[src/design/bed_pkg.sv]
// package for the button event detector: types, codes and constants
package bed_pkg;

  localparam int unsigned LevelWidth   = 1;
  localparam int unsigned MsWidth      = 8;
  localparam int unsigned FlagWidth    = 7;
  localparam int unsigned CfgIdxWidth  = 3;
  localparam int unsigned CfgDataWidth = 16;
  localparam int unsigned TimeWidth    = 16;
  localparam int unsigned DebWidth     = 8;
  localparam int unsigned ModeWidth    = 2;

  localparam logic [TimeWidth-1:0] TimerMax  = 16'hFFFF;
  localparam logic [DebWidth-1:0]  DebReset  = 8'd2;

  // event flag bit positions
  localparam int unsigned EvPress   = 0;
  localparam int unsigned EvRelease = 1;
  localparam int unsigned EvClick   = 2;
  localparam int unsigned EvDouble  = 3;
  localparam int unsigned EvRepeat  = 4;
  localparam int unsigned EvShort   = 5;
  localparam int unsigned EvLong    = 6;

  typedef enum logic [CfgIdxWidth-1:0] {
    CFG_ACTIVE_LEVEL  = 3'd0,
    CFG_DEBOUNCE      = 3'd1,
    CFG_PRESS_MODE    = 3'd2,
    CFG_TRIG_RELEASE  = 3'd3,
    CFG_FIRST_TIME    = 3'd4,
    CFG_SECOND_TIME   = 3'd5,
    CFG_MAX_REPEATS   = 3'd6,
    CFG_DCLICK_WINDOW = 3'd7
  } cfg_idx_e;

  typedef enum logic [ModeWidth-1:0] {
    MODE_SINGLE = 2'd0,
    MODE_REPEAT = 2'd1,
    MODE_LONG   = 2'd2,
    MODE_BAD    = 2'd3
  } mode_e;

  typedef enum logic [3:0] {
    ST_WAIT     = 4'd0,
    ST_DEBOUNCE = 4'd1,
    ST_PRESSED  = 4'd2,
    ST_M0       = 4'd3,
    ST_M1_FIRST = 4'd4,
    ST_M1_DELAY = 4'd5,
    ST_M1_RUN   = 4'd6,
    ST_M2_SHORT = 4'd7,
    ST_M2_LONG  = 4'd8,
    ST_HOLD     = 4'd9
  } state_e;

  typedef struct packed {
    logic                 active_level;
    logic [DebWidth-1:0]  debounce_ticks;
    mode_e                press_mode;
    logic                 trigger_on_release;
    logic [TimeWidth-1:0] first_time;
    logic [TimeWidth-1:0] second_time;
    logic [TimeWidth-1:0] max_repeats;
    logic [TimeWidth-1:0] double_click_window;
  } cfg_t;

endpackage

[src/design/bed_if.sv]
// handshake interfaces for scan words, event words and register writes
interface bed_scan_if;
  import bed_pkg::*;
  logic               valid;
  logic               ready;
  logic               button_level;
  logic [MsWidth-1:0] elapsed_ms;
  modport source (output valid, button_level, elapsed_ms, input ready);
  modport sink   (input valid, button_level, elapsed_ms, output ready);
endinterface

interface bed_event_if;
  import bed_pkg::*;
  logic                 valid;
  logic                 ready;
  logic [FlagWidth-1:0] event_flags;
  modport source (output valid, event_flags, input ready);
  modport sink   (input valid, event_flags, output ready);
endinterface

interface bed_cfg_if;
  import bed_pkg::*;
  logic                    valid;
  logic                    ready;
  logic [CfgIdxWidth-1:0]  index;
  logic [CfgDataWidth-1:0] data;
  modport source (output valid, index, data, input ready);
  modport sink   (input valid, index, data, output ready);
endinterface

[src/design/bed_cfg_regs.sv]
// configuration register file
module bed_cfg_regs
  import bed_pkg::*;
(
  input  logic      clk_i,
  input  logic      rst_ni,
  bed_cfg_if.sink   cfg_i,
  output cfg_t      cfg_o
);

  cfg_t cfg_q, cfg_d;

  assign cfg_i.ready = 1'b1;
  assign cfg_o       = cfg_q;

  always_comb begin
    cfg_d = cfg_q;
    if (cfg_i.valid) begin
      unique case (cfg_idx_e'(cfg_i.index))
        CFG_ACTIVE_LEVEL:  cfg_d.active_level = cfg_i.data[0];
        CFG_DEBOUNCE:      cfg_d.debounce_ticks = cfg_i.data[DebWidth-1:0];
        CFG_PRESS_MODE: begin
          // reserved mode code is ignored
          if (mode_e'(cfg_i.data[ModeWidth-1:0]) != MODE_BAD) begin
            cfg_d.press_mode = mode_e'(cfg_i.data[ModeWidth-1:0]);
          end
        end
        CFG_TRIG_RELEASE:  cfg_d.trigger_on_release = cfg_i.data[0];
        CFG_FIRST_TIME:    cfg_d.first_time = cfg_i.data[TimeWidth-1:0];
        CFG_SECOND_TIME:   cfg_d.second_time = cfg_i.data[TimeWidth-1:0];
        CFG_MAX_REPEATS:   cfg_d.max_repeats = cfg_i.data[TimeWidth-1:0];
        CFG_DCLICK_WINDOW: cfg_d.double_click_window = cfg_i.data[TimeWidth-1:0];
        default: ;
      endcase
    end
  end

  always_ff @(posedge clk_i or negedge rst_ni) begin
    if (!rst_ni) begin
      cfg_q <= '{active_level: 1'b0, debounce_ticks: DebReset, press_mode: MODE_SINGLE,
                 trigger_on_release: 1'b0, first_time: '0, second_time: '0,
                 max_repeats: '0, double_click_window: '0};
    end else begin
      cfg_q <= cfg_d;
    end
  end

endmodule

[src/design/bed_core.sv]
// press state machine, timer and repeat counter with per-tick event logic
module bed_core
  import bed_pkg::*;
(
  input  logic                 clk_i,
  input  logic                 rst_ni,
  input  logic                 step_i,
  input  logic                 button_level_i,
  input  logic [MsWidth-1:0]   elapsed_ms_i,
  input  cfg_t                 cfg_i,
  output logic [FlagWidth-1:0] flags_o
);

  state_e               state_q, state_d;
  logic [TimeWidth-1:0] timer_q, timer_d;
  logic [DebWidth-1:0]  deb_q, deb_d;
  logic [TimeWidth-1:0] last_q, last_d;
  logic [TimeWidth-1:0] rcount_q, rcount_d;
  logic                 defer_q, defer_d;

  logic                 pressed;
  logic [TimeWidth:0]   timer_sum;
  logic [TimeWidth-1:0] timer_adv;
  logic [TimeWidth-1:0] gap;
  logic [7:0]           dmin, dmax;
  logic [FlagWidth-1:0] ev;

  assign pressed   = (button_level_i == cfg_i.active_level);
  assign timer_sum = {1'b0, timer_q} + {{(TimeWidth+1-MsWidth){1'b0}}, elapsed_ms_i};
  assign timer_adv = (timer_q == TimerMax) ? timer_q
                   : (timer_sum[TimeWidth] ? TimerMax : timer_sum[TimeWidth-1:0]);
  assign gap       = (timer_adv >= last_q) ? (timer_adv - last_q) : '0;
  assign dmin      = cfg_i.double_click_window[7:0];
  assign dmax      = cfg_i.double_click_window[15:8];

  function automatic logic defer_after_step(state_e st, logic d, cfg_t c);
    logic r;
    r = d;
    if (st == ST_M0 && c.trigger_on_release) r = 1'b1;
    if (st == ST_M2_SHORT && timer_adv >= c.first_time && c.trigger_on_release) r = 1'b1;
    if (st == ST_M2_LONG && timer_adv >= c.second_time) r = 1'b0;
    return r;
  endfunction

  // next state
  always_comb begin
    state_d  = state_q;
    timer_d  = timer_adv;
    deb_d    = deb_q;
    last_d   = last_q;
    rcount_d = rcount_q;
    defer_d  = defer_q;
    unique case (state_q)
      ST_WAIT: begin
        if (pressed) begin
          state_d = ST_DEBOUNCE;
          deb_d   = cfg_i.debounce_ticks;
        end
      end
      ST_DEBOUNCE: begin
        deb_d = deb_q - 1'b1;
        if (deb_q == DebWidth'(1)) state_d = ST_PRESSED;
      end
      ST_PRESSED: begin
        timer_d = '0;
        unique case (cfg_i.press_mode)
          MODE_REPEAT: state_d = ST_M1_FIRST;
          MODE_LONG:   state_d = ST_M2_SHORT;
          default:     state_d = ST_M0;
        endcase
      end
      ST_M0: begin
        state_d = ST_HOLD;
        if (cfg_i.trigger_on_release) defer_d = 1'b1;
      end
      ST_M1_FIRST: state_d = ST_M1_DELAY;
      ST_M1_DELAY: begin
        if (timer_adv > cfg_i.first_time) state_d = ST_M1_RUN;
      end
      ST_M1_RUN: begin
        if (rcount_q < cfg_i.max_repeats || cfg_i.max_repeats == '0) begin
          if (gap >= cfg_i.second_time) begin
            if (rcount_q != TimerMax) rcount_d = rcount_q + 1'b1;
            last_d = timer_adv;
          end
        end else begin
          state_d = ST_HOLD;
        end
      end
      ST_M2_SHORT: begin
        if (timer_adv >= cfg_i.first_time) begin
          state_d = (cfg_i.second_time != '0) ? ST_M2_LONG : ST_HOLD;
          if (cfg_i.trigger_on_release) defer_d = 1'b1;
        end
      end
      ST_M2_LONG: begin
        if (timer_adv >= cfg_i.second_time) begin
          defer_d = 1'b0;
          state_d = ST_HOLD;
        end
      end
      default: ;
    endcase
    // release check
    if (!pressed && state_d != ST_WAIT) begin
      if (cfg_i.press_mode == MODE_REPEAT) rcount_d = '0;
      defer_d = 1'b0;
      state_d = ST_WAIT;
      last_d  = '0;
      timer_d = TimeWidth'(1);
    end
  end

  // event flags
  always_comb begin
    ev = '0;
    unique case (state_q)
      ST_WAIT: ev[EvPress] = pressed;
      ST_PRESSED: begin
        ev[EvDouble] = (dmin != '0) && (timer_adv < {8'd0, dmax}) && (timer_adv > {8'd0, dmin});
      end
      ST_M0: ev[EvClick] = !cfg_i.trigger_on_release;
      ST_M1_FIRST: ev[EvClick] = 1'b1;
      ST_M1_RUN: begin
        ev[EvRepeat] = (rcount_q < cfg_i.max_repeats || cfg_i.max_repeats == '0)
                     && (gap >= cfg_i.second_time);
      end
      ST_M2_SHORT: begin
        ev[EvShort] = (timer_adv >= cfg_i.first_time) && !cfg_i.trigger_on_release;
      end
      ST_M2_LONG: ev[EvLong] = (timer_adv >= cfg_i.second_time);
      default: ;
    endcase
    if (!pressed && state_d == ST_WAIT && !(state_q == ST_WAIT)) begin
      ev[EvRelease] = 1'b1;
    end
    // deferred event as it stands after this tick's step
    if (!pressed && state_q != ST_WAIT) begin
      unique case (cfg_i.press_mode)
        MODE_SINGLE: ev[EvClick] = ev[EvClick] | defer_after_step(state_q, defer_q, cfg_i);
        MODE_LONG:   ev[EvShort] = ev[EvShort] | defer_after_step(state_q, defer_q, cfg_i);
        default: ;
      endcase
    end
    flags_o = ev;
  end

  always_ff @(posedge clk_i or negedge rst_ni) begin
    if (!rst_ni) begin
      state_q  <= ST_WAIT;
      timer_q  <= TimerMax;
      deb_q    <= '0;
      last_q   <= '0;
      rcount_q <= '0;
      defer_q  <= 1'b0;
    end else if (step_i) begin
      state_q  <= state_d;
      timer_q  <= timer_d;
      deb_q    <= deb_d;
      last_q   <= last_d;
      rcount_q <= rcount_d;
      defer_q  <= defer_d;
    end
  end

endmodule

[src/design/button_event_detector.sv]
// Button event detector top level. Each scan word (raw level and elapsed
// milliseconds) is registered, stepped through the press state machine
// combinationally and its 7-bit event word lands in a result register: one
// word per cycle sustained while the event output is not stalled, each word
// passing the input register and then the result register. A new scan
// word is taken whenever the input register is empty or moves on, which it
// does while the result register is empty or being drained. Every scan word
// gives exactly one event word. Register writes take effect at once and are
// expected only while no word is in flight.
module button_event_detector
  import bed_pkg::*;
(
  input  logic         clk_i,
  input  logic         rst_ni,
  bed_scan_if.sink     scan_i,
  bed_event_if.source  event_o,
  bed_cfg_if.sink      cfg_i
);

  cfg_t                 cfg;
  logic                 in_valid_q;
  logic                 level_q;
  logic [MsWidth-1:0]   ms_q;
  logic                 out_valid_q;
  logic [FlagWidth-1:0] flags_q;
  logic [FlagWidth-1:0] flags;
  logic                 advance;
  logic                 take;

  assign advance       = in_valid_q && (!out_valid_q || event_o.ready);
  assign scan_i.ready  = !in_valid_q || advance;
  assign take          = scan_i.valid && scan_i.ready;
  assign event_o.valid = out_valid_q;
  assign event_o.event_flags = flags_q;

  bed_cfg_regs u_cfg (
    .clk_i  (clk_i),
    .rst_ni (rst_ni),
    .cfg_i  (cfg_i),
    .cfg_o  (cfg)
  );

  bed_core u_core (
    .clk_i          (clk_i),
    .rst_ni         (rst_ni),
    .step_i         (advance),
    .button_level_i (level_q),
    .elapsed_ms_i   (ms_q),
    .cfg_i          (cfg),
    .flags_o        (flags)
  );

  always_ff @(posedge clk_i or negedge rst_ni) begin
    if (!rst_ni) begin
      in_valid_q  <= 1'b0;
      out_valid_q <= 1'b0;
    end else begin
      if (take) begin
        in_valid_q <= 1'b1;
      end else if (advance) begin
        in_valid_q <= 1'b0;
      end
      if (advance) begin
        out_valid_q <= 1'b1;
      end else if (event_o.ready) begin
        out_valid_q <= 1'b0;
      end
    end
  end

  always_ff @(posedge clk_i) begin
    if (take) begin
      level_q <= scan_i.button_level;
      ms_q    <= scan_i.elapsed_ms;
    end
    if (advance) begin
      flags_q <= flags;
    end
  end

endmodule

[src/flat_wrapper.sv]
// flat-port wrapper written by rule: the top's interface ports become plain ports
module button_event_detector_flat import bed_pkg::*;
  (clk_i, rst_ni, scan_i_valid, scan_i_button_level, scan_i_elapsed_ms, scan_i_ready, event_o_valid, event_o_event_flags, event_o_ready, cfg_i_valid, cfg_i_index, cfg_i_data, cfg_i_ready);
  bed_scan_if scan_i_i ();
  bed_event_if event_o_i ();
  bed_cfg_if cfg_i_i ();
  input  logic clk_i;
  input  logic rst_ni;
  input wire logic [$bits(scan_i_i.valid)-1:0] scan_i_valid;
  input wire logic [$bits(scan_i_i.button_level)-1:0] scan_i_button_level;
  input wire logic [$bits(scan_i_i.elapsed_ms)-1:0] scan_i_elapsed_ms;
  output wire logic [$bits(scan_i_i.ready)-1:0] scan_i_ready;
  output wire logic [$bits(event_o_i.valid)-1:0] event_o_valid;
  output wire logic [$bits(event_o_i.event_flags)-1:0] event_o_event_flags;
  input wire logic [$bits(event_o_i.ready)-1:0] event_o_ready;
  input wire logic [$bits(cfg_i_i.valid)-1:0] cfg_i_valid;
  input wire logic [$bits(cfg_i_i.index)-1:0] cfg_i_index;
  input wire logic [$bits(cfg_i_i.data)-1:0] cfg_i_data;
  output wire logic [$bits(cfg_i_i.ready)-1:0] cfg_i_ready;
  assign scan_i_i.valid = scan_i_valid;
  assign scan_i_i.button_level = scan_i_button_level;
  assign scan_i_i.elapsed_ms = scan_i_elapsed_ms;
  assign scan_i_ready = scan_i_i.ready;
  assign event_o_valid = event_o_i.valid;
  assign event_o_event_flags = event_o_i.event_flags;
  assign event_o_i.ready = event_o_ready;
  assign cfg_i_i.valid = cfg_i_valid;
  assign cfg_i_i.index = cfg_i_index;
  assign cfg_i_i.data = cfg_i_data;
  assign cfg_i_ready = cfg_i_i.ready;
  button_event_detector u_core (.clk_i(clk_i), .rst_ni(rst_ni), .scan_i(scan_i_i), .event_o(event_o_i), .cfg_i(cfg_i_i));
endmodule
[config.mk]
export PLATFORM = sky130hd
export DESIGN_NAME = button_event_detector_flat
export DESIGN_NICKNAME = d
export VERILOG_FILES = /design/src/design/bed_pkg.sv /design/src/design/bed_if.sv /design/src/design/bed_cfg_regs.sv /design/src/design/bed_core.sv /design/src/design/button_event_detector.sv /design/src/flat_wrapper.sv
export SDC_FILE = /design/constraint.sdc
export NUM_CORES = 1
export LEC_CHECK = 0
export BUFFER_PORTS_ARGS = -buffer_cell sky130_fd_sc_hd__buf_2
export CAP_MARGIN = 10
export CORE_UTILIZATION = 50
export CTS_BUF_LIST = sky130_fd_sc_hd__clkbuf_2
export DETAILED_ROUTE_END_ITERATION = 8
export GPL_TIMING_DRIVEN = 0
export PLACE_DENSITY = 0.79
export SYNTH_ARGS = -nofsm -noshare
export SYNTH_HDL_FRONTEND = slang
export SYNTH_HIERARCHICAL = 1
export SYNTH_SLANG_ARGS = --single-unit
[constraint.sdc]
create_clock -name clk_i -period 7.5 [get_ports clk_i]
set_input_delay 1.125 -clock clk_i [delete_from_list [all_inputs] [get_ports clk_i]]
set_output_delay 1.125 -clock clk_i [all_outputs]
set_load 0.02 [all_outputs]
# After elaboration in Yosys (flattened, before gate mapping)
# Index checks and enable logic that the tools add are counted.
[op_classes]
n_addsub = 4
n_reduce_logical = 49
eq_ne = 25
n_bitwise = 2
muxes = 50
order_cmp = 8
[ops]
columns = ["cell", "count"]
rows = [
  ["$mux 16", 15],
  ["$ge 16x16->1", 4],
  ["$pmux 4 s9", 1],
  ["$mux 4", 7],
  ["$mux 1", 22],
  ["$add 16x8->17", 1],
  ["$add 16x1->16 const B", 1],
  ["$eq 16x16->1 const B", 1],
  ["$eq 4x3->1 const B", 4],
  ["$gt 16x16->1", 1],
  ["$gt 16x8->1", 1],
  ["$logic_not 16->1", 1],
  ["$lt 16x16->1", 1],
  ["$lt 16x8->1", 1],
  ["$ne 16x16->1 const B", 1],
  ["$pmux 8 s2", 1],
  ["$reduce_bool 16->1", 1],
  ["$sub 16x16->16", 1],
  ["$logic_and 1x1->1", 14],
  ["$reduce_and 2->1", 7],
  ["$eq 3x3->1 const B", 4],
  ["$reduce_bool 2->1", 6],
  ["$reduce_bool 4->1", 3],
  ["$eq 4x2->1 const B", 2],
  ["24 further kinds", 37],
]
[totals]
wordCells = 161
reg_bits = 155
out_inout_bits = 10
inputBits = 33

# Depth between registers and ports, before layout
# Gate-level depths: netlist of run 1.
[depth]
depth_word = 13
mapped_depth = 29
ltp_nobuf = 27

# Hierarchy
# The synthesis of run 1 kept the hierarchy.
[modules_own_cells]
columns = ["mod", "area_per_inst_um2", "seq_area_each_um2", "n_inst", "cells_each"]
rows = [
  ["bed_core", 6697.7, 1546.5, 1, 829],
  ["bed_cfg_regs", 3040.4, 1903.1, 1, 174],
  ["button_event_detector", 584.3, 530.5, 1, 24],
]

# Least setup slack after synthesis of run 1
# Ideal clock, no wire load.
[synth_timing]
path_kind = "register to register"
from = "reg u_core.ms_q[0]"
to = "reg u_core.u_core.rcount_q[15]"
arrival_time_ps = 5979
synth_period_minus_slack_ps = 6100
path_stages_with_launch = 29
path_buffers = 3
path_slack_ps = 1400
setup_time_ps = 121
required_ps = 7379
cell_sequence = "edfxtp_1 > ha_1 > fa_1 > a21oi_1 > nor2_1 > or4_1 > and3_1 > nand3_1 > xor2_1 > and2_1 > inv_1 > ha_1 > nand4_1 > nor4_1 > or4_1 > o21ai_1 > clkbuf_1 > nor2_1 > ha_1 > a21o_1 > a21o_1 > a221o_1 > a31oi_1 > o21a_1 > a211o_1 > buf_6 > clkbuf_1 > nor2_1 > o22a_1"
[synth_via]
elab_chain_len = 11
word_cells_on_any_way = 21
cone_classes = "add/sub: 2; order compare: 5; mux: 12; reduce/logical: 2"
[synth_lines]
columns = ["item", "line_no", "rtl"]
rows = [
  ["from (decl)", "button_event_detector.sv:23", "logic [MsWidth-1:0] ms_q;"],
  ["from (signal assigned)", "button_event_detector.sv:74", "ms_q <= scan_i.elapsed_ms;"],
  ["$add 16x8->17 (*)", "bed_core.sv:29", "assign timer_sum = {1'b0, timer_q} + {{(TimeWidth+1-MsWidth){1'b0}}, elapsed_ms_i};"],
  ["$mux 16 (*)", "bed_core.sv:31", ": (timer_sum[TimeWidth] ? TimerMax : timer_sum[TimeWidth-1:0]);"],
  ["$mux 16 (*)", "bed_core.sv:30", "assign timer_adv = (timer_q == TimerMax) ? timer_q"],
  ["$sub 16x16->16 / $ge 16x16->1 (equally long branches)", "bed_core.sv:32", "assign gap = (timer_adv >= last_q) ? (timer_adv - last_q) : '0;"],
  ["$mux 16", "bed_core.sv:32", ""],
  ["$ge 16x16->1", "bed_core.sv:82", "if (gap >= cfg_i.second_time) begin"],
  ["$mux 16", "bed_core.sv:82", ""],
  ["$mux 16", "bed_core.sv:81", "if (rcount_q < cfg_i.max_repeats || cfg_i.max_repeats == '0) begin"],
  ["$mux 16", "bed_core.sv:53", "unique case (state_q)"],
  ["$mux 16", "bed_core.sv:106", "if (cfg_i.press_mode == MODE_REPEAT) rcount_d = '0;"],
  ["$mux 16 (*)", "bed_core.sv:105", "if (!pressed && state_d != ST_WAIT) begin"],
  ["to (signal assigned)", "bed_core.sv:161", "rcount_q <= rcount_d;"],
  ["to (decl)", "bed_core.sv:18", "logic [TimeWidth-1:0] rcount_q, rcount_d;"],
]
# Mark *: on every way between the ends. The rest lies on a longest branch, timed or not.
# A chain may end at the register's enable or synchronous reset.

# Worst setup path in the final report of run 1
[layout_timing]
from = "reg u_core.ms_q[0]"
to = "reg u_core.u_core.rcount_q[0]"
# Same word-level chain as after synthesis.

==> impl_results.md, run 1 <==
- Status: complete, no violations
- Input/output buffers: 37
- Slew @ Worst Pin: 816 ps
- Post-Syn Area per Cell: 10.1 um2
- Slowest-stage cell, CP: or4_1
- P_leak: 5.09 nW
- Final worst slack: 334 ps
- Critical Path RT: 8180 ps
- Initial Utilization: 0.510
- Clk_lat worst skew: 740 ps
- Warnings, synthesis: 6
- Met3 usage: 0.0351
- GR Util met2: 0.388
- Most used DFF post-synth: dfrtp_1
- Startpoint Class: flip-flop
- Area growth from synthesis to layout: 8.09%
- Synth top cells by count: 122 x dfrtp_1, 109 x ha_1, 108 x inv_1
- Final setup viols: 0
- Clock Tree Root: clkbuf_2
- Seq/Total Area, Yosys: 0.386
- Max-capacitance violation count: 0
- Pre-CTS WS: -6.03 ps
- Crit end category: flip-flop
- Detail-routed via count per cell: 6.00
- Die H: 146 um
- Layout Skew: 40.5 ps
- Grt ovf: 0
- First-pass GRT wire length: 40600 um
- CP max FO: 10
- Core Footprint: 20200 um2
- Vias after detailed routing: 8228
- Synth cell types: 83
- Nets: 1232
- Final Util: 0.551
- Layout cell share with drive strength beyond 1: 0.179
- PD cells: 348 nW/um2
- Minimum clock period: 7170 ps
- Routed wire length: 24800 um
- Final Hold Viols: 0
- WHS: 297 ps
- Initial antenna violation count: 1
- CTS Sinks: 155
- TritonCTS clock tree: done
- Top-count cell post-synth: dfrtp_1
- Post-synth EDFFs: 16
- RSZ-0062 raised after global routing: no
- Multi-input gate area: 5780 um2
- Row Count: 52
- Worst VDD drop: 203 uV
- Cell Area, Synth: 10300 um2
- Slew Limit Fails: 0
- H-tree Lvls: 4
- Seq. cell area: 3980 um2
- Pin count of the biggest net entering global routing: 83
- Number of global-route vias before repair: 7930
- Fillers: 1765
- Final total power: 0.00389 W
- Most used routing layer: met2
- IO Count: 43
- DRT iter0 DRCs: 603
- Flops & latches, synth: 155
- Wirelength per Cell: 18.1 um
- CTS clk-pin slew, worst paths: 240 ps
- Max_slew headroom: 0.449
- Crit path DAT: 7850 ps
- Post-synth ARST share: 0.897
- Yosys top cell by area: dfrtp_1
- Part of the cycle the worst path needs: 0.955
- DRT antenna net count: 0
- Top cell by count, worst path: ha_1
- Met1 global-route usage: 0.326
- Routability Congestion: 0.918
- Worst path max stage delay: 470 ps
- Hold WC Path Type: in2async
- Crit path kind: reg2reg
- Die footprint: 21200 um2
- Setup TNS: 0 ps
- Clock buffer depth: 2
- Dominant cells by area after synthesis: dfrtp_1 30%, ha_1 13%, mux2_2 6.1%
- DR DRC count: 0
- Post-synth top area share: 0.296
- Net count after synthesis: 1171
- Mapped Cells: 1027
- CTS Buf Count: 17
- Max Freq: 140 MHz
- Die width: 146 um
- Total Routing Usage GR: 0.242
- Initial DRT Pass Iterations: 5
- DP HPWL: 19100 um
-- power breakdown --
| group | leakage [nW] | internal (W) | switching (W) |
|---|---|---|---|
| clock network | 0.136 | 0.000149 | 0.000296 |
| logic | 3.08 | 0.000956 | 0.00135 |
| registers | 1.87 | 0.00101 | 0.000122 |
-- timing repair --
item,CTS,global route
hold buffers,0,0
pin swaps,0,1
resized for setup,3,8
buffers inserted,0,3
endpoints found under the setup margin,9,29
-- per-stage QoR --
stage / instances / instance area [um2]
6_report: 1372 / 11200
5_1_grt: 1372 / 11200
4_1_cts: 1368 / 11100
3_5_place_dp: 1336 / 10900
3_3_place_gp: 1334 / 10800
2_1_floorplan: 1027 / 10300
-- final cells by class --
type | instances | area share
repair buffers | 42 | 0.0221
well taps | 270 | 0.0303
flip-flops and latches | 155 | 0.357
clock buffers | 18 | 0.00807
clock inverters | 14 | 0.0114
multi-input cells | 734 | 0.518
diodes | 1 | 0.000224
plain buffers | 30 | 0.0170
inverters | 108 | 0.0363
-- cells by family (layout without fill, tap and decap cells) --
logic type,Yosys count,count (layout),synth area share
buf+inv,138,212,0.0575
mux,80,80,0.0902
xor+xnor,19,19,0.0168
fa+ha+maj,111,111,0.136
simple gates,278,278,0.153
compound gates,245,245,0.161
other cells,1,2,0.000363
flops,155,155,0.386
-- state kept, by name, indices dropped and copies added, names as in the netlist, 4 cells and up --
signal                      count
u_core/u_core/deb_q             8
u_core/u_core/state_q           4
u_core/u_core/rcount_q         16
u_core/u_cfg/cfg_o             76
u_core/ms_q                     8
u_core/event_o.event_flags      7
u_core/u_core/timer_q          16
u_core/u_core/last_q           16
-- critical path: cells and delay by family, from the launching register on --
| kind | cells | cell delay, ps |
|---|---|---|
| adder cells (fa/ha/maj) | 4 | 1330 |
| flip-flops | 1 | 420 |
| buffers and inverters | 3 | 620 |
| AND/OR/NAND/NOR | 7 | 1680 |
| AO/OA/AOI/OAI | 14 | 3090 |
-- worst paths after layout --
path	start	endpoint	slack, ps	depth (start not counted)
min in group clk_i	u_core/u_core/last_q[15]$_DFFE_PN0P_	u_core/u_core/last_q[15]$_DFFE_PN0P_	510	1
worst max register to register	u_core/ms_q[0]$_DFFE_PP_	u_core/u_core/rcount_q[0]$_DFFE_PN0P_	330	28
worst min register to register	u_core/u_core/last_q[15]$_DFFE_PN0P_	u_core/u_core/last_q[15]$_DFFE_PN0P_	510	1
worst max-delay path	u_core/ms_q[0]$_DFFE_PP_	u_core/u_core/rcount_q[0]$_DFFE_PN0P_	330	28
max in group asynchronous	rst_ni	u_core/u_core/timer_q[15]$_DFFE_PN1P_	6340	2
worst min-delay path	rst_ni	u_core/u_core/rcount_q[4]$_DFFE_PN0P_	300	1
-- per-layer routing --
layer  vias up  part of all wire
met2       276              0.48
met4         0             0.033
li1       3907                 -
met1      3996              0.44
met5         -                 0
met3        49             0.052
-- layout by cell type (no fill, tap or decap), drive strengths merged, types with 16 or more instances in the layout --
master / synthesis / layout
dfstp: 17 / 17
o2bb2ai: 31 / 31
dfrtp: 122 / 122
nor3: 22 / 22
mux2: 74 / 74
clkbuf: 14 / 32
nor2: 65 / 65
ha: 109 / 109
nor4: 17 / 17
nand4: 18 / 18
inv: 108 / 110
edfxtp: 16 / 16
a21oi: 66 / 66
o21ai: 52 / 52
nand2b: 16 / 16
buf: 16 / 58
nand2: 41 / 41
nand3: 27 / 27
Power figures use the tool's default switching activity.
==> run 2: changes to the inputs <==
--- a/config.mk
+++ b/config.mk
@@ -7,11 +7,10 @@
 export LEC_CHECK = 0
 export BUFFER_PORTS_ARGS = -buffer_cell sky130_fd_sc_hd__buf_2
 export CAP_MARGIN = 10
-export CORE_UTILIZATION = 50
+export CORE_UTILIZATION = 38
 export CTS_BUF_LIST = sky130_fd_sc_hd__clkbuf_2
 export DETAILED_ROUTE_END_ITERATION = 8
-export GPL_TIMING_DRIVEN = 0
-export PLACE_DENSITY = 0.79
+export PLACE_DENSITY = 0.66
 export SYNTH_ARGS = -nofsm -noshare
 export SYNTH_HDL_FRONTEND = slang
 export SYNTH_HIERARCHICAL = 1
==> impl_results.md, run 2 (synthesis results as in run 1) <==
- Layout cell share with drive strength beyond 1: 0.179
- P_leak: 5.05 nW
- Nets: 1214
- Max Freq: 145 MHz
- Most common cell after layout, fill and taps aside: dfrtp_1
- DP HPWL: 19400 um
- Crit path kind: reg2reg
- WHS: 285 ps
- TritonCTS clock tree: done
- Slew Limit Fails: 0
- Final Hold Viols: 0
- Number of global-route vias before repair: 7815
- Highest-count cells in the layout ignoring fill and taps: 122 x dfrtp_1, 109 x ha_1, 108 x inv_1
- Clock Tree Root: clkbuf_2
- Input/output buffers: 41
- Grt ovf: 0
- Clk_lat worst skew: 750 ps
- Vias after detailed routing: 8022
- DRT antenna net count: 0
- PD cells: 352 nW/um2
- Slew @ Worst Pin: 1140 ps
- Met2 WL: 12600 um
- Layout Skew: 39.4 ps
- First-pass GRT wire length: 41300 um
- Worst path max stage delay: 500 ps
- CP max FO: 22
- Initial Utilization: 0.392
- Final Util: 0.423
- Status: complete, no violations
- Worst VDD drop: 149 uV
- Max-capacitance violation count: 0
- Die footprint: 27800 um2
- CTS Buf Count: 17
- H-tree Lvls: 4
- Die width: 167 um
- Setup bufs post-CTS: 0
- # hold bufs at CTS: 0
- Routability Congestion: 0.900
- Fin area: 11100 um2
- DRT iter0 DRCs: 501
- Startpoint Class: flip-flop
- CTS clk-pin slew, worst paths: 250 ps
- PostCTS Resize Cnt: 0
- Row Count: 59
- Inst Count DP: 1385
- Minimum clock period: 6890 ps
- Clock buffer depth: 2
- Pin count of the biggest net entering global routing: 79
- Detail-routed via count per cell: 5.65
- Top Metal Used: met4
- Max reg flops: 76
- DR DRC count: 0
- CTS Sinks: 155
- Die H: 167 um
- Final setup viols: 0
- IO Count: 43
- Initial antenna violation count: 1
- Crit path DAT: 7590 ps
- Critical Path RT: 8200 ps
- Metal1 wirelength: 11400 um
- Wirelength per Cell: 17.8 um
- Core Footprint: 26400 um2
- Hold WC Path Type: in2async
- Part of the cycle the worst path needs: 0.918
- Crit end category: flip-flop
- Slowest-stage cell, CP: a211o_2
- Placed inst area: 10900 um2
- Area growth from synthesis to layout: 7.98%
- Routed wl met3: 995 um
- Routed wire length: 25300 um
- Initial DRT Pass Iterations: 6
- Max_slew headroom: 0.238
- Total Routing Usage GR: 0.189
- Final total power: 0.00392 W
- Non-filler cells, final: 1419
==> run 2: changes by cell type in the layout (fill, tap and decap cells not counted), sizes merged <==
cell	before	now
clkbuf	32	17
buf	58	54
clkinv	9	6
inv	110	113
bufinv	2	3
==> run 2: cell type report <==
type                            count  area, um2
Multi-Input combinational cell    734       5760
Fill cell                        2521      15200
Clock buffer                       17       85.1
Clock inverter                     15        188
Antenna cell                        1       2.50
Sequential cell                   155       3980
Timing Repair Buffer               54        307
Tap cell                          335        419
Inverter                          108        405
==> run 2: per-layer routing <==
metal | up-vias | track usage
met5 | - | 0
met2 | 177 | 0.323
li1 | 3850 | -
met1 | 3974 | 0.243
met4 | 0 | 0.0564
met3 | 21 | 0.0328
==> run 2: worst paths after layout <==
kind / start / to / slack (ps) / depth (start not counted)
min in group clk_i: u_core/u_core/timer_q[14]$_DFFE_PN1P_ / u_core/u_core/timer_q[14]$_DFFE_PN1P_ / 520 / 1
worst min-delay path: rst_ni / u_core/u_cfg/cfg_o[23]$_DFFE_PN0P_ / 280 / 1
max in group asynchronous: rst_ni / u_core/u_core/last_q[14]$_DFFE_PN0P_ / 5760 / 2
worst min register to register: u_core/u_core/timer_q[14]$_DFFE_PN1P_ / u_core/u_core/timer_q[14]$_DFFE_PN1P_ / 520 / 1
worst max register to register: u_core/ms_q[0]$_DFFE_PP_ / u_core/u_core/rcount_q[4]$_DFFE_PN0P_ / 610 / 28
worst max-delay path: u_core/ms_q[0]$_DFFE_PP_ / u_core/u_core/rcount_q[4]$_DFFE_PN0P_ / 610 / 28
==> run 2: worst max-delay path: cells and delay by family (launching register included) <==
kind / cells / cell delay [ps]
simple gates: 9 / 1990
compound gates: 12 / 2420
buf+inv: 3 / 680
fa+ha+maj: 4 / 1350
flops: 1 / 420
==> run 2: through the flow <==
step | setup TNS, ps | setup slack, ps
floorplan | 0 | 1400
global placement | 0 | 732
CTS | 0 | 494
global route | -5.60 | -5.60
detailed placement | 0 | 572
finish | 0 | 612
==> run 2: power breakdown <==
group          total (W)  internal (W)  switching, W
Sequential       0.00115       0.00101      0.000137
Clock           0.000517      0.000193      0.000323
Combinational    0.00226      0.000957       0.00130
==> run 3: changes to the inputs <==
--- a/config.mk
+++ b/config.mk
@@ -5,12 +5,14 @@
 export SDC_FILE = /design/constraint.sdc
 export NUM_CORES = 1
 export LEC_CHECK = 0
+export ABC_AREA = 1
 export BUFFER_PORTS_ARGS = -buffer_cell sky130_fd_sc_hd__buf_2
 export CAP_MARGIN = 10
-export CORE_UTILIZATION = 38
+export CORE_UTILIZATION = 57
 export CTS_BUF_LIST = sky130_fd_sc_hd__clkbuf_2
+export CTS_CLUSTER_SIZE = 25
 export DETAILED_ROUTE_END_ITERATION = 8
-export PLACE_DENSITY = 0.66
+export PLACE_DENSITY = 0.86
 export SYNTH_ARGS = -nofsm -noshare
 export SYNTH_HDL_FRONTEND = slang
 export SYNTH_HIERARCHICAL = 1
==> impl_results.md, run 3 <==
- Die H: 138 um
- TritonCTS clock tree: done
- GR Util met2: 0.480
- Slew @ Worst Pin: 1230 ps
- CTS Sinks: 155
- Largest family of logic cells by synthesized area: simple AND/OR/NAND/NOR gates
- Yosys top cell by area: dfrtp_1
- Most common cell after layout, fill and taps aside: nand2_1
- NetSw: 0.00201 W
- First-pass GRT wire length: 42700 um
- Row Count: 49
- Post-synth top area share: 0.291
- Met3 usage: 0.0552
- Seq. cell area: 3980 um2
- Vias after detailed routing: 9354
- Area growth from synthesis to layout: 6.22%
- IO Count: 43
- Synth Area in Simple Gates: 0.248
- Met1 global-route usage: 0.376
- CTS Buf Count: 17
- Crit path kind: reg2reg
- Clock buffer depth: 2
- Post-synth ARST share: 0.897
- Setup bufs post-CTS: 0
- Post-synthesis compound-gate area fraction: 0.117
- Die width: 138 um
- Status: finished, violations left
- Final Hold Viols: 0
- Wirelength per Cell: 15.9 um
- Clk_lat worst skew: 820 ps
- CP max FO: 18
- Slowest-stage cell, CP: edfxtp_1
- Highest-count cells in the layout ignoring fill and taps: 338 x nand2_1, 215 x inv_1, 122 x dfrtp_1
- Hold WC Path Type: in2async
- Minimum clock period: 6280 ps
- R2R Setup Slk: 1220 ps
- Critical path launch point: u_core/ms_q[0]$_DFFE_PP_
- DR DRC count: 2
- Slew Limit Fails: 0
- Total Routing Usage GR: 0.296
- DRT antenna net count: 0
- Net count after synthesis: 1514
- Register share of total power: 0.276
- Routability Congestion: 0.956
- Fillers: 1579
- Final setup viols: 0
- Max reg flops: 76
- Layout Skew: 62.9 ps
- DP HPWL: 19800 um
- PostCTS Resize Cnt: 0
- Part of the cycle the worst path needs: 0.837
- Number of global-route vias before repair: 8730
- Detail-routed via count per cell: 5.67
- Final Util: 0.618
- Setup TNS: 0 ps
- Top cell by count, worst path: nand2_1
- Synth top cells by count: 338 x nand2_1, 215 x inv_1, 122 x dfrtp_1
- Cell Area, Synth: 10500 um2
- Worst path max stage delay: 430 ps
- Warnings, synthesis: 6
- Flops & latches, synth: 155
- Critical Path RT: 8220 ps
- Max Freq: 159 MHz
- Nets: 1551
- Top-count cell post-synth: nand2_1
- Worst R2R Start: u_core/ms_q[0]$_DFFE_PP_
- Dominant cells by area after synthesis: dfrtp_1 29%, ha_1 13%, nand2_1 12%
- WHS: 276 ps
- Seq/Total Area, Yosys: 0.379
- Mux cell area share after synthesis: 0.00107
- Clock Tree Root: clkbuf_2
- Pin count of the biggest net entering global routing: 85
- Input/output buffers: 41
- Most used DFF post-synth: dfrtp_1
- Crit path DAT: 7000 ps
- Post-Syn Area per Cell: 7.66 um2
- Max_slew headroom: 0.180
- CTS clk-pin slew, worst paths: 300 ps
- Final total power: 0.00406 W
- Mapped Cells: 1370
- H-tree Lvls: 4
- Grt ovf: 0
- RSZ-0062 raised after global routing: no
- Die footprint: 19000 um2
- Multi-input gate area: 5490 um2
- DRT iter0 DRCs: 885
- Clk pwr share: 0.132
- XOR/XNOR Fraction of Synth Area: 0.0234
- P_leak: 6.01 nW
- Pint: 0.00205 W
- Worst VDD drop: 217 uV
- Adder-cell share of the synthesized area: 0.134
- Worst r2r path cells: 36
- Core Footprint: 18000 um2
- Logic gate share of total power: 0.592
- # hold bufs at CTS: 0
- Routed wire length: 26300 um
- Initial antenna violation count: 1
- Post-synth EDFFs: 16
- Synth cell types: 54
- Crit end category: flip-flop
- Failing checks: DRC
- Most used routing layer: met2
- PD cells: 364 nW/um2
- Switching part of the total: 0.495
- Initial DRT Pass Iterations: 9
- Layout cell share with drive strength beyond 1: 0.100
- Startpoint Class: flip-flop
- Initial Utilization: 0.582
- Max-capacitance violation count: 0
[run 3: cell types whose count changed after synthesis, sizes merged, moves of 9 or more]
cell	delta
a211oi	-9
a31oi	-9
inv	+118
mux2	-73
nand2	+306
nand2b	-16
nand3	+81
nor2	+14
nor2b	-12
nor4	-9
o21ai	+74
o2bb2ai	-31
o31ai	-13
or4	-14
[run 3: worst max-delay path, delay by kind of cell (launching register included)]
family                   cells  cell delay, ps
flip-flops                   1             430
adder cells (fa/ha/maj)      4            1310
AND/OR/NAND/NOR             21            2600
AO/OA/AOI/OAI                5             780
buffers and inverters        6            1050
[run 3: power groups by stage]
stage               Sequential [W]  Clock (W)  Combinational (W)
global placement           0.00113          0            0.00227
CTS                        0.00112   0.000543            0.00237
finish                     0.00112   0.000537            0.00240
detailed placement         0.00114          0            0.00235
global route               0.00114   0.000575            0.00273
floorplan                  0.00111          0            0.00179
[run 3: path summary, 6_finish.rpt]
| path | endpoint |
|---|---|
| max | u_core/u_core/last_q[11]$_DFFE_PN0P_ |
| min reg2reg | u_core/u_core/timer_q[7]$_DFFE_PN1P_ |
| min | u_core/u_cfg/cfg_o[38]$_DFFE_PN0P_ |
| max reg2reg | u_core/u_core/last_q[11]$_DFFE_PN0P_ |
| max in group asynchronous | u_core/u_core/last_q[14]$_DFFE_PN0P_ |
| min in group clk_i | u_core/ms_q[2]$_DFFE_PP_ |
[run 3: stage by stage]
step	worst slack [ps]	area, um2	instances
floorplan	2190	10500	1370
global placement	1540	10900	1617
detailed placement	1370	10900	1617
CTS	1310	11100	1649
global route	626	11100	1650
finish	1220	11100	1650
[run 3: kinds of logic (layout without fill, tap and decap cells)]
kind of cell | Yosys count | after routing
flip-flops | 155 | 155
other | 1 | 2
XOR/XNOR | 28 | 28
buffers and inverters | 255 | 305
AND/OR/NAND/NOR | 595 | 595
AO/OA/AOI/OAI | 224 | 224
adder cells (fa/ha/maj) | 111 | 111
multiplexers | 1 | 1
[run 3: per-layer routing]
| layer | share of wire | routed length, um |
|---|---|---|
| met5 | 0 | 0 |
| met1 | 0.42 | 11100 |
| met3 | 0.065 | 1710 |
| met4 | 0.044 | 1160 |
| met2 | 0.47 | 12400 |
[run 3: final cells by class]
cell class,count,area share
inverters,227,0.0764
multi-input cells,960,0.493
repair buffers,46,0.0223
flip-flops and latches,155,0.357
clock buffers,17,0.00763
diodes,1,0.000225
clock inverters,15,0.0177
well taps,229,0.0257
